`src/design/audio_minmax_peak_pyramid_unit_macros.svh`:
```
// Assertion macros used by the cascade design file (ampp_cascade.sv).
`ifndef AUDIO_MINMAX_PEAK_PYRAMID_UNIT_MACROS_SVH
`define AUDIO_MINMAX_PEAK_PYRAMID_UNIT_MACROS_SVH

// Same-cycle implication, sampled on aclk, off while in reset.
`define AMPP_ASSERT_IMPLY(lbl, ante, cons) \
    lbl: assert property (@(posedge aclk) disable iff (!aresetn) (ante) |-> (cons)) \
        else $error("ampp: same-cycle check failed");

// Next-cycle implication, sampled on aclk, off while in reset.
`define AMPP_ASSERT_NEXT(lbl, ante, cons) \
    lbl: assert property (@(posedge aclk) disable iff (!aresetn) (ante) |=> (cons)) \
        else $error("ampp: next-cycle check failed");

`endif

```
`src/design/ampp_pkg.sv`:
```
package ampp_pkg;

    localparam int SAMPLES_PER_BIN = 256;
    localparam int LEVELS          = 16;
    localparam int MAX_CHANNELS    = 8;
    localparam int RESULT_CAP      = 32;

    localparam int SAMPLE_W  = 16;
    localparam int LVL_W     = 4;
    localparam int BIN_IDX_W = 32;
    localparam int CH_W      = 4;
    localparam int CNT_W     = $clog2(SAMPLES_PER_BIN) + 1;
    localparam int NCAP_W    = $clog2(RESULT_CAP) + 1;

    // Configuration register index (paddr[2])
    localparam logic REG_CHANNEL_COUNT = 1'b0;

    typedef enum logic [0:0] {
        OP_FRAME = 1'b0,
        OP_FLUSH = 1'b1
    } op_t;

    typedef enum logic [2:0] {
        ST_IDLE,
        ST_FRAME,
        ST_FLUSH,
        ST_PUSH,
        ST_WALK,
        ST_END
    } state_t;

    // Where the sequencer resumes once a cascade is finished
    typedef enum logic [1:0] {
        RET_END,
        RET_WALK0,
        RET_WALK_NEXT
    } ret_t;

    typedef struct packed {
        logic        [SAMPLE_W:0]   mag;
        logic signed [SAMPLE_W-1:0] value;
    } lane_t;

    typedef struct packed {
        logic signed [SAMPLE_W-1:0] mx;
        logic signed [SAMPLE_W-1:0] mn;
        logic        [BIN_IDX_W-1:0] idx;
        logic        [LVL_W-1:0]    lvl;
    } result_t;

endpackage

```
`src/design/ampp_lane.sv`:
```
module ampp_lane
    import ampp_pkg::*;
(
    input  logic                       en,
    input  logic signed [SAMPLE_W-1:0] sample,
    output lane_t                      lane
);

    logic [SAMPLE_W:0] sample_ext;

    // Widen by one bit so that the most negative sample has a true magnitude
    assign sample_ext = {sample[SAMPLE_W-1], sample};

    // Drop a channel beyond the configured count to magnitude zero
    always_comb begin
        lane.value = en ? sample : '0;
        if (!en) begin
            lane.mag = '0;
        end else if (sample[SAMPLE_W-1]) begin
            lane.mag = (SAMPLE_W+1)'(~sample_ext + 1'b1);
        end else begin
            lane.mag = sample_ext;
        end
    end

endmodule

```
`src/design/ampp_merge.sv`:
```
module ampp_merge
    import ampp_pkg::*;
(
    input  lane_t [MAX_CHANNELS-1:0]    lanes,
    output logic signed [SAMPLE_W-1:0]  pick
);

    lane_t best;

    // Scan the lanes in channel order; only a strictly larger magnitude replaces
    always_comb begin
        best = lanes[0];
        for (int c = 1; c < MAX_CHANNELS; c++) begin
            if (lanes[c].mag > best.mag) begin
                best = lanes[c];
            end
        end
        pick = best.value;
    end

endmodule

```
`src/design/ampp_cascade.sv`:
```
module ampp_cascade
    import ampp_pkg::*;
(
    input  logic                       aclk,
    input  logic                       aresetn,
    input  logic                       in_valid,
    output logic                       in_ready,
    input  op_t                        in_op,
    input  logic signed [SAMPLE_W-1:0] in_pick,
    output logic                       out_valid,
    input  logic                       out_ready,
    output result_t                    out_result,
    output logic                       out_last
);

    `include "audio_minmax_peak_pyramid_unit_macros.svh"

    state_t state_reg, state_next;
    op_t    op_reg, op_next;
    ret_t   ret_reg, ret_next;

    logic signed [SAMPLE_W-1:0] pick_reg, pick_next;
    logic signed [SAMPLE_W-1:0] pend_min_reg, pend_min_next;
    logic signed [SAMPLE_W-1:0] pend_max_reg, pend_max_next;
    logic        [CNT_W-1:0]    pend_cnt_reg, pend_cnt_next;

    logic signed [SAMPLE_W-1:0] held_min_reg [LEVELS];
    logic signed [SAMPLE_W-1:0] held_min_next [LEVELS];
    logic signed [SAMPLE_W-1:0] held_max_reg [LEVELS];
    logic signed [SAMPLE_W-1:0] held_max_next [LEVELS];
    logic        [LEVELS-1:0]   held_vld_reg, held_vld_next;
    logic        [BIN_IDX_W-1:0] bin_cnt_reg [LEVELS];
    logic        [BIN_IDX_W-1:0] bin_cnt_next [LEVELS];

    logic        [LVL_W-1:0]    lvl_reg, lvl_next;
    logic        [LVL_W-1:0]    walk_lv_reg, walk_lv_next;
    logic signed [SAMPLE_W-1:0] cur_min_reg, cur_min_next;
    logic signed [SAMPLE_W-1:0] cur_max_reg, cur_max_next;
    logic        [NCAP_W-1:0]   n_reg, n_next;

    logic    hold_vld_reg, hold_vld_next;
    result_t hold_reg, hold_next;
    logic    out_vld_reg, out_vld_next;
    result_t out_reg, out_next;
    logic    out_last_reg, out_last_next;

    logic                       out_free;
    logic                       can_emit;
    logic                       push_cap;
    logic                       at_top;
    logic                       push_done;
    logic                       emit;
    logic                       walk_stop;
    logic                       end_done;
    logic                       frame_bin;
    logic        [CNT_W-1:0]    pend_inc;
    logic        [BIN_IDX_W-1:0] rd_cnt;
    logic                       rd_held;
    logic signed [SAMPLE_W-1:0] rd_min;
    logic signed [SAMPLE_W-1:0] rd_max;
    logic signed [SAMPLE_W-1:0] fold_min;
    logic signed [SAMPLE_W-1:0] fold_max;

    // Level store read at the current level
    assign rd_cnt  = bin_cnt_reg[lvl_reg];
    assign rd_held = held_vld_reg[lvl_reg];
    assign rd_min  = held_min_reg[lvl_reg];
    assign rd_max  = held_max_reg[lvl_reg];

    // Pending bin with this frame's pick folded in
    assign fold_min = (pick_reg < pend_min_reg) ? pick_reg : pend_min_reg;
    assign fold_max = (pick_reg > pend_max_reg) ? pick_reg : pend_max_reg;
    assign pend_inc = pend_cnt_reg + CNT_W'(1);

    assign out_free  = !out_vld_reg || out_ready;
    assign can_emit  = !hold_vld_reg || out_free;
    assign push_cap  = (n_reg == NCAP_W'(RESULT_CAP));
    assign at_top    = (lvl_reg == LVL_W'(LEVELS - 1));
    assign emit      = (state_reg == ST_PUSH) && !push_cap && can_emit;
    assign push_done = (state_reg == ST_PUSH)
                     && (push_cap || (can_emit && (at_top || !rd_held)));
    assign walk_stop = at_top || (rd_cnt <= BIN_IDX_W'(1));
    assign end_done  = (state_reg == ST_END) && (!hold_vld_reg || out_free);
    assign frame_bin = (pend_cnt_reg != '0) && (pend_inc == CNT_W'(SAMPLES_PER_BIN));

    assign in_ready   = (state_reg == ST_IDLE);
    assign out_valid  = out_vld_reg;
    assign out_result = out_reg;
    assign out_last   = out_last_reg;

    // Next state
    always_comb begin
        state_next = state_reg;
        unique case (state_reg)
            ST_IDLE: begin
                if (in_valid) begin
                    state_next = (in_op == OP_FLUSH) ? ST_FLUSH : ST_FRAME;
                end
            end
            ST_FRAME: begin
                state_next = frame_bin ? ST_PUSH : ST_IDLE;
            end
            ST_FLUSH: begin
                state_next = (pend_cnt_reg != '0) ? ST_PUSH : ST_WALK;
            end
            ST_PUSH: begin
                if (push_done) begin
                    state_next = (ret_reg == RET_END) ? ST_END : ST_WALK;
                end
            end
            ST_WALK: begin
                if (walk_stop) begin
                    state_next = ST_END;
                end else if (rd_held) begin
                    state_next = ST_PUSH;
                end
            end
            ST_END: begin
                if (end_done) begin
                    state_next = ST_IDLE;
                end
            end
            default: state_next = ST_IDLE;
        endcase
    end

    // Datapath and level store updates
    always_comb begin
        op_next       = op_reg;
        ret_next      = ret_reg;
        pick_next     = pick_reg;
        pend_min_next = pend_min_reg;
        pend_max_next = pend_max_reg;
        pend_cnt_next = pend_cnt_reg;
        held_min_next = held_min_reg;
        held_max_next = held_max_reg;
        held_vld_next = held_vld_reg;
        bin_cnt_next  = bin_cnt_reg;
        lvl_next      = lvl_reg;
        walk_lv_next  = walk_lv_reg;
        cur_min_next  = cur_min_reg;
        cur_max_next  = cur_max_reg;
        n_next        = n_reg;
        hold_vld_next = hold_vld_reg;
        hold_next     = hold_reg;
        out_next      = out_reg;
        out_last_next = out_last_reg;
        out_vld_next  = out_vld_reg && !out_ready;

        unique case (state_reg)
            ST_IDLE: begin
                if (in_valid) begin
                    op_next   = in_op;
                    pick_next = in_pick;
                    n_next    = '0;
                end
            end
            ST_FRAME: begin
                if (pend_cnt_reg == '0) begin
                    pend_min_next = pick_reg;
                    pend_max_next = pick_reg;
                    pend_cnt_next = CNT_W'(1);
                end else if (frame_bin) begin
                    pend_min_next = '0;
                    pend_max_next = '0;
                    pend_cnt_next = '0;
                    cur_min_next  = fold_min;
                    cur_max_next  = fold_max;
                    lvl_next      = '0;
                    ret_next      = RET_END;
                end else begin
                    pend_min_next = fold_min;
                    pend_max_next = fold_max;
                    pend_cnt_next = pend_inc;
                end
            end
            ST_FLUSH: begin
                lvl_next     = '0;
                cur_min_next = pend_min_reg;
                cur_max_next = pend_max_reg;
                ret_next     = RET_WALK0;
            end
            ST_PUSH: begin
                if (emit) begin
                    // Emit the bin; the previous one in the hold stage moves on
                    if (hold_vld_reg) begin
                        out_next      = hold_reg;
                        out_last_next = 1'b0;
                        out_vld_next  = 1'b1;
                    end
                    hold_vld_next  = 1'b1;
                    hold_next.lvl  = lvl_reg;
                    hold_next.idx  = rd_cnt;
                    hold_next.mn   = cur_min_reg;
                    hold_next.mx   = cur_max_reg;
                    n_next         = n_reg + NCAP_W'(1);
                    if (rd_cnt != '1) begin
                        bin_cnt_next[lvl_reg] = rd_cnt + BIN_IDX_W'(1);
                    end
                    // Pair with the held bin, or park this one
                    if (!at_top) begin
                        if (rd_held) begin
                            if (rd_min < cur_min_reg) begin
                                cur_min_next = rd_min;
                            end
                            if (rd_max > cur_max_reg) begin
                                cur_max_next = rd_max;
                            end
                            held_vld_next[lvl_reg] = 1'b0;
                            lvl_next = lvl_reg + LVL_W'(1);
                        end else begin
                            held_min_next[lvl_reg] = cur_min_reg;
                            held_max_next[lvl_reg] = cur_max_reg;
                            held_vld_next[lvl_reg] = 1'b1;
                        end
                    end
                end
                if (push_done) begin
                    if (ret_reg == RET_WALK0) begin
                        lvl_next = '0;
                    end else if (ret_reg == RET_WALK_NEXT) begin
                        lvl_next = walk_lv_reg + LVL_W'(1);
                    end
                end
            end
            ST_WALK: begin
                if (!walk_stop) begin
                    if (rd_held) begin
                        // Promote the unpaired bin one level up
                        held_vld_next[lvl_reg] = 1'b0;
                        walk_lv_next = lvl_reg;
                        cur_min_next = rd_min;
                        cur_max_next = rd_max;
                        ret_next     = RET_WALK_NEXT;
                    end
                    lvl_next = lvl_reg + LVL_W'(1);
                end
            end
            ST_END: begin
                if (end_done) begin
                    // Release the final bin with its last flag
                    if (hold_vld_reg) begin
                        out_next      = hold_reg;
                        out_last_next = 1'b1;
                        out_vld_next  = 1'b1;
                    end
                    hold_vld_next = 1'b0;
                    if (op_reg == OP_FLUSH) begin
                        pend_cnt_next = '0;
                        pend_min_next = '0;
                        pend_max_next = '0;
                        held_vld_next = '0;
                        for (int l = 0; l < LEVELS; l++) begin
                            bin_cnt_next[l] = '0;
                        end
                    end
                end
            end
            default: ;
        endcase
    end

    // Control state
    always_ff @(posedge aclk) begin
        if (!aresetn) begin
            state_reg    <= ST_IDLE;
            pend_cnt_reg <= '0;
            held_vld_reg <= '0;
            hold_vld_reg <= 1'b0;
            out_vld_reg  <= 1'b0;
            n_reg        <= '0;
            for (int l = 0; l < LEVELS; l++) begin
                bin_cnt_reg[l] <= '0;
            end
        end else begin
            state_reg    <= state_next;
            pend_cnt_reg <= pend_cnt_next;
            held_vld_reg <= held_vld_next;
            hold_vld_reg <= hold_vld_next;
            out_vld_reg  <= out_vld_next;
            n_reg        <= n_next;
            bin_cnt_reg  <= bin_cnt_next;
        end
    end

    // Payload
    always_ff @(posedge aclk) begin
        op_reg       <= op_next;
        ret_reg      <= ret_next;
        pick_reg     <= pick_next;
        pend_min_reg <= pend_min_next;
        pend_max_reg <= pend_max_next;
        held_min_reg <= held_min_next;
        held_max_reg <= held_max_next;
        lvl_reg      <= lvl_next;
        walk_lv_reg  <= walk_lv_next;
        cur_min_reg  <= cur_min_next;
        cur_max_reg  <= cur_max_next;
        hold_reg     <= hold_next;
        out_reg      <= out_next;
        out_last_reg <= out_last_next;
    end

    `AMPP_ASSERT_IMPLY(a_ready_hold_empty, in_ready, !hold_vld_reg)
    `AMPP_ASSERT_IMPLY(a_result_cap, state_reg != ST_IDLE, n_reg <= NCAP_W'(RESULT_CAP))
    `AMPP_ASSERT_NEXT(a_accept_leaves_idle, in_valid && in_ready, state_reg != ST_IDLE)
    `AMPP_ASSERT_NEXT(a_hold_from_emit, !hold_vld_reg && !emit, !hold_vld_reg)

endmodule

```
`src/design/audio_minmax_peak_pyramid_unit.sv`:
```
// Channel   Direction  Contents
// s_*       in         frame of channel samples (tdata) or flush (tuser)
// m_*       out        one min/max bin per item, tlast on the final one
// APB       in/out     register 0: channel_count
//
// An input item is taken only while the sequencer is idle.
// A frame that closes no bin passes through the frame state only; one that
// closes a bin then runs the cascade, one level per cycle unless m_ stalls.
// A flush pushes any pending bin, then walks the levels, promoting unpaired bins.
// A stalled m_ channel holds the sequencer once its hold stage is full.
// aresetn is synchronous, active low; channel_count returns to 1.
module audio_minmax_peak_pyramid_unit
    import ampp_pkg::*;
(
    input  logic         aclk,
    input  logic         aresetn,
    input  logic         s_tvalid,
    output logic         s_tready,
    input  logic [127:0] s_tdata,   // chan0_sample .. chan7_sample, 16 bits each
    input  logic [0:0]   s_tuser,   // operation
    output logic         m_tvalid,
    input  logic         m_tready,
    output logic [71:0]  m_tdata,   // level_index, bin_index, bin_min, bin_max, zero pad
    output logic         m_tlast,   // last
    input  logic         psel,
    input  logic         penable,
    input  logic         pwrite,
    input  logic [2:0]   paddr,
    input  logic [31:0]  pwdata,
    output logic [31:0]  prdata,
    output logic         pready
);

    logic [CH_W-1:0]                ch_cnt_reg, ch_cnt_next;
    logic [CH_W-1:0]                ch_eff;
    lane_t [MAX_CHANNELS-1:0]       lanes;
    logic signed [SAMPLE_W-1:0]     pick;
    result_t                        result;

    // Configuration register
    assign pready = 1'b1;

    always_comb begin
        ch_cnt_next = ch_cnt_reg;
        if (psel && penable && pwrite && (paddr[2] == REG_CHANNEL_COUNT)) begin
            ch_cnt_next = pwdata[CH_W-1:0];
        end
    end

    always_ff @(posedge aclk) begin
        if (!aresetn) begin
            ch_cnt_reg <= CH_W'(1);
        end else begin
            ch_cnt_reg <= ch_cnt_next;
        end
    end

    assign prdata = (paddr[2] == REG_CHANNEL_COUNT) ? {{(32-CH_W){1'b0}}, ch_cnt_reg} : '0;

    // Clamp the channel count into one to MAX_CHANNELS
    always_comb begin
        if (ch_cnt_reg == '0) begin
            ch_eff = CH_W'(1);
        end else if (ch_cnt_reg > CH_W'(MAX_CHANNELS)) begin
            ch_eff = CH_W'(MAX_CHANNELS);
        end else begin
            ch_eff = ch_cnt_reg;
        end
    end

    // One magnitude lane per channel
    for (genvar c = 0; c < MAX_CHANNELS; c++) begin : g_lane
        ampp_lane u_lane (
            .en     (CH_W'(c) < ch_eff),
            .sample (s_tdata[c*SAMPLE_W +: SAMPLE_W]),
            .lane   (lanes[c])
        );
    end

    ampp_merge u_merge (
        .lanes (lanes),
        .pick  (pick)
    );

    ampp_cascade u_cascade (
        .aclk       (aclk),
        .aresetn    (aresetn),
        .in_valid   (s_tvalid),
        .in_ready   (s_tready),
        .in_op      (op_t'(s_tuser[0])),
        .in_pick    (pick),
        .out_valid  (m_tvalid),
        .out_ready  (m_tready),
        .out_result (result),
        .out_last   (m_tlast)
    );

    // Pack the result item, first field lowest
    assign m_tdata = {4'b0000, result.mx, result.mn, result.idx, result.lvl};

endmodule
```
`config.mk`:
```
export PLATFORM = sky130hd
export DESIGN_NAME = audio_minmax_peak_pyramid_unit
export DESIGN_NICKNAME = d
export VERILOG_FILES = /design/src/design/ampp_pkg.sv /design/src/design/ampp_lane.sv /design/src/design/ampp_merge.sv /design/src/design/ampp_cascade.sv /design/src/design/audio_minmax_peak_pyramid_unit.sv
export VERILOG_INCLUDE_DIRS = /design/src /design/src/design
export SDC_FILE = /design/constraint.sdc
export NUM_CORES = 2
export LEC_CHECK = 0
export ABC_AREA = 1
export BUFFER_PORTS_ARGS = -buffer_cell sky130_fd_sc_hd__buf_4
export CAP_MARGIN = 10
export CORE_ASPECT_RATIO = 1.4
export CORE_MARGIN = 3
export CORE_UTILIZATION = 40
export CTS_BUF_LIST = sky130_fd_sc_hd__clkbuf_4 sky130_fd_sc_hd__clkbuf_8 sky130_fd_sc_hd__clkbuf_16
export CTS_CLUSTER_SIZE = 40
export DETAILED_ROUTE_END_ITERATION = 7
export HOLD_SLACK_MARGIN = 0.02
export PLACE_DENSITY = 0.57
export SKIP_CTS_REPAIR_TIMING = 1
export SLEW_MARGIN = 30
export SYNTH_ARGS = -nofsm -noshare
export SYNTH_HDL_FRONTEND = slang
export SYNTH_HIERARCHICAL = 1
export SYNTH_SLANG_ARGS = --single-unit
```
`constraint.sdc`:
```
create_clock -name aclk -period 15.9 [get_ports aclk]
set_input_delay 3.18 -clock aclk [delete_from_list [all_inputs] [get_ports aclk]]
set_output_delay 3.18 -clock aclk [all_outputs]
set_load 0.05 [all_outputs]
```
# == After elaboration in Yosys (flattened, before gate mapping) ==
# Index checks and enable logic that the tools add are counted.
# word_totals
elab_cells,345
regBits,1292
# op_classes
magnitude_cmp,25
bitwise_logic,16
addsub,13
mux,142
n_reduce_logical,48
eq_ne,28
# op_table
operator,n
$mux 512,4
$pmux 512 s2,1
$mux 16,43
$bwmux 256,2
$bwmux 512,1
$mux 17,16
$mux 68,3
$mux 33,6
$add 17x1->17 const B,8
$not 17->17,8
$pmux 68 s2,1
$bmux 16 s4,2
$bmux 32 s4,1
$demux 32 s4,1
$pmux 16 s4,2
$gt 17x17->1,7
$mux 32,3
$demux 16 s4,1
$pmux 16 s2,2
$mux 4,12
$pmux 16 s3,1
$mux 9,4
$add 32x1->32 const B,1
$gt 16x16->1,2
59 further kinds,140

# == Longest topological paths before layout ==
# depth
depth_word,19
depth_mapped,112

# == Cells and area by module ==
# Netlist, hierarchy kept.
# by_module_without_submodules
module,seq_area_each_um2,cells_per_inst,n_inst,area_per_inst_um2
ampp_cascade,33191.8,7137,1,59718.5
ampp_lane,0.0,134,8,695.7
ampp_merge,0.0,932,1,5287.6
audio_minmax_peak_pyramid_unit,80.1,81,1,514.2

# == Worst setup path after synthesis ==
# No wires, ideal clock.
# synth_timing
kind,input-to-reg
start,in s_tdata[0]
end,reg u_cascade.pick_reg[10] (data pin)
n_path_buf,9
setup_ns,0.252
path_stages,87
arrival_time_ns,16.056
setup_slack_ns,-0.408
path_cell_list,inv_1 > ha_1 > inv_1 > nor2_2 > nand3_2 > nand2_4 > o21ai_0 > a21oi_1 > inv_1 > ha_1 > nand2_1 > nor3b_2 > nand4_2 > nand2_1 > clkbuf_1 > clkbuf_1 > nand2_1 > o21ai_0 > [51 not listed] > inv_1 > nand2_1 > clkbuf_1 > o211ai_1 > o21ai_0 > ha_1 > nand2_1 > nor2_1 > o41a_1 > o21bai_1 > a31oi_1 > nor2_1 > o221ai_1 > nand2_1 > inv_1 > clkbuf_1 > nand2_1 > nand2_1
# synth_rtl
element,line_no,source
from (decl),audio_minmax_peak_pyramid_unit.sv:19,"input logic [127:0] s_tdata,"
to (signal assigned),ampp_cascade.sv:290,pick_reg <= pick_next;
to (decl),ampp_cascade.sv:22,"logic signed [SAMPLE_W-1:0] pick_reg, pick_next;"

==> flow_metrics.env <==
export IMPL_insertion_delay_ns=0.80
export IMPL_wire_per_inst_um=20.98
export IMPL_syn_to_final_growth_pct=13.28
export IMPL_grt_busiest_layer="met2"
export IMPL_skew_ns=0.05305
export IMPL_grt_pass1_wl_um=367000
export IMPL_ir_drop_v=0.0001337
export IMPL_numCtsBuffers=133
export IMPL_crit_slowest_cell="a2111oi_2"
export IMPL_finalCriticalPeriod_ns=15.03
export IMPL_clockRootBuffer="clkbuf_16"
export IMPL_drt_pass1_iter_count=8
export IMPL_place_congestion=0.9242
export IMPL_post_route_drc_count=0
export IMPL_grt_max_degree=128
export IMPL_final_common_cell="nand2_1"
export IMPL_place_ws_ns=-0.8495
export IMPL_endpoint_kind="flip-flop"
export IMPL_power_leakage_uw=0.03280
export IMPL_tightest_slew_ns=0.9984
export IMPL_synthArstFlopShare=0
export IMPL_largest_register_ffs=512
export IMPL_nets=9704
export IMPL_htreeDepth=4
export IMPL_clock_path_buffers=3
export IMPL_grt_util_met2=0.4470
export IMPL_cp_common_cell="nand2_1"
export IMPL_netlist_instances=9222
export IMPL_cp_max_fo=21
export IMPL_ys_types=59
export IMPL_pin_count=279
export IMPL_cts_sinks=1292
export IMPL_max_freq_ghz=0.06653
export IMPL_wl_um=246300
export IMPL_antenna_found_initial=15
export IMPL_crit_required_ns=16.40
export IMPL_synth_edf_count=740
export IMPL_routed_via_density=5.423
export IMPL_die_area_mm2=0.1829
export IMPL_nFillCells=17430
export IMPL_yosysTopAreaCell="edfxtp_1"
export IMPL_min_period_over_period=0.9453
export IMPL_ant_nets=0
export IMPL_synthTopCellsByArea="edfxtp_1 31%, dfxtp_1 16%, nand2_1 13%, nand3_1 5.9%, inv_1 5.3%"
export IMPL_rows=182
export IMPL_ys_warn_count=6
export IMPL_setup_ws_ns=0.8700
export IMPL_yosys_register_bits=1292
export IMPL_start_kind="input pin"
export IMPL_num_vias=63670
export IMPL_met3_usage=0.03396
export IMPL_total_power_uw=13730
export IMPL_initial_core_util=0.4033
export IMPL_crit_type="input pin to flip-flop"
export IMPL_yosys_most_used_dff="edfxtp_1"
export IMPL_status="completed"
export IMPL_p_per_area_mw_per_mm2=170.6
export IMPL_maxSlewViolCount=0
export IMPL_setup_viol=0
export IMPL_die_y_um=504.8
export IMPL_postSynthAreaPerCell_um2=7.708
export IMPL_synth_seq_area_share=0.4681
export IMPL_slowest_delay_ns=0.47
export IMPL_whs_ns=0.4152
export IMPL_gr_total_overflow=0
export IMPL_maxSlewHeadroom=0.3344
export IMPL_cts_reportedPaths_clkPinSlew_ns=0.06
export IMPL_core_area_mm2=0.1763
export IMPL_min_path_type="flip-flop to flip-flop"
export IMPL_drtIter0Drc=6689
export IMPL_synth_area_mm2=0.07109
export IMPL_worstPathArrival_ns=15.53
export IMPL_yosysTopAreaCellShare=0.3126
export IMPL_grt_util_all_layers=0.2607
export IMPL_met1_usage=0.3275
export IMPL_die_w_um=362.3
export IMPL_cts_tree="done"
export IMPL_dp_hpwl_um=151500
export IMPL_port_buffers=215
export IMPL_grt_pass1_vias=59280
export IMPL_drive_above_1_share=0.1216
export IMPL_hold_viol=0
export IMPL_drv_cap=0
export IMPL_final_cell_mix="2489 x nand2_1, 1006 x inv_1, 837 x nand3_1"
[worst paths after layout]
kind | startpoint | endpoint | slack, ns | cells past startpoint
worst min-delay path | u_cascade/hold_reg[14]$_DFFE_PP_ | u_cascade/out_result[14]$_DFFE_PP_ | 0.42 | 0
worst max register to register | ch_cnt_reg[2]$_SDFFE_PN0P_ | u_cascade/pick_reg[3]$_DFFE_PP_ | 2.48 | 87
worst max-delay path | s_tdata[16] | u_cascade/pick_reg[3]$_DFFE_PP_ | 0.87 | 92
worst min register to register | u_cascade/hold_reg[14]$_DFFE_PP_ | u_cascade/out_result[14]$_DFFE_PP_ | 0.42 | 0
[layer usage]
| layer | up-vias | routed length [um] |
|---|---|---|
| met2 | 2383 | 119500 |
| met3 | 584 | 15320 |
| met1 | 30150 | 99790 |
| met5 | - | 77 |
| li1 | 30540 | - |
| met4 | 12 | 11620 |
[metrics by stage]
stage,utilization,instance area [um2],setup TNS [ns],cells
floorplan,-,71330,0,9285
global placement,0.4278,75400,-10.07,11480
detailed placement,0.4278,75410,-12.58,11480
CTS,0.4540,80020,-0.1255,11720
global route,0.4569,80520,-0.2565,11740
finish,0.4569,80520,0,11740
[synth_stat cells, types with 160 or more instances]
cell and number:
nand2_1 2498, nor2_1 711, a21oi_1 684, o21ai_0 436, buf_2 160, dfxtp_1 552, clkbuf_1 281, inv_1 1010
nand4_1 237, ha_1 198, edfxtp_1 740, nand3_1 842
[where the power goes]
group | switching, uW | internal, uW
clock | 1380 | 1890
combinational | 4430 | 1600
sequential | 364 | 4070
total | 6180 | 7550
[critical path, delay by kind of cell]
kind | cells | cell delay, ns
adders and majority gates | 8 | 1.96
and+or+nand+nor | 39 | 3.66
AOI/OAI and AO/OA | 26 | 4.49
buffers and inverters | 19 | 2.19
[logic make-up (layout without fill, tap and decap cells)]
| logic type | count (synthesis) | in the layout | synth area share |
|---|---|---|---|
| DFF | 1292 | 1292 | 0.4681 |
| AOI/OAI and AO/OA | 1461 | 1462 | 0.1125 |
| buffers and inverters | 1687 | 1840 | 0.09998 |
| xor gates and xnor gates | 23 | 23 | 0.003045 |
| adders and majority gates | 198 | 198 | 0.03485 |
| and+or+nand+nor | 4550 | 4550 | 0.2810 |
| other | 11 | 76 | 0.0005808 |
[cell type report]
type                    instances  area (um2)  share of cell area
flip-flops and latches       1292       33270              0.4132
multi-input cells            6307       31510              0.3913
inverters                    1063        4024             0.04997
well taps                    2300        2878             0.03574
clock buffers                 177        3759             0.04668
diodes                          2       5.005          0.00006215
repair buffers                538        4229             0.05252
clock inverters                62       847.1             0.01052
Note: power is estimated with default switching activity, not from simulation.
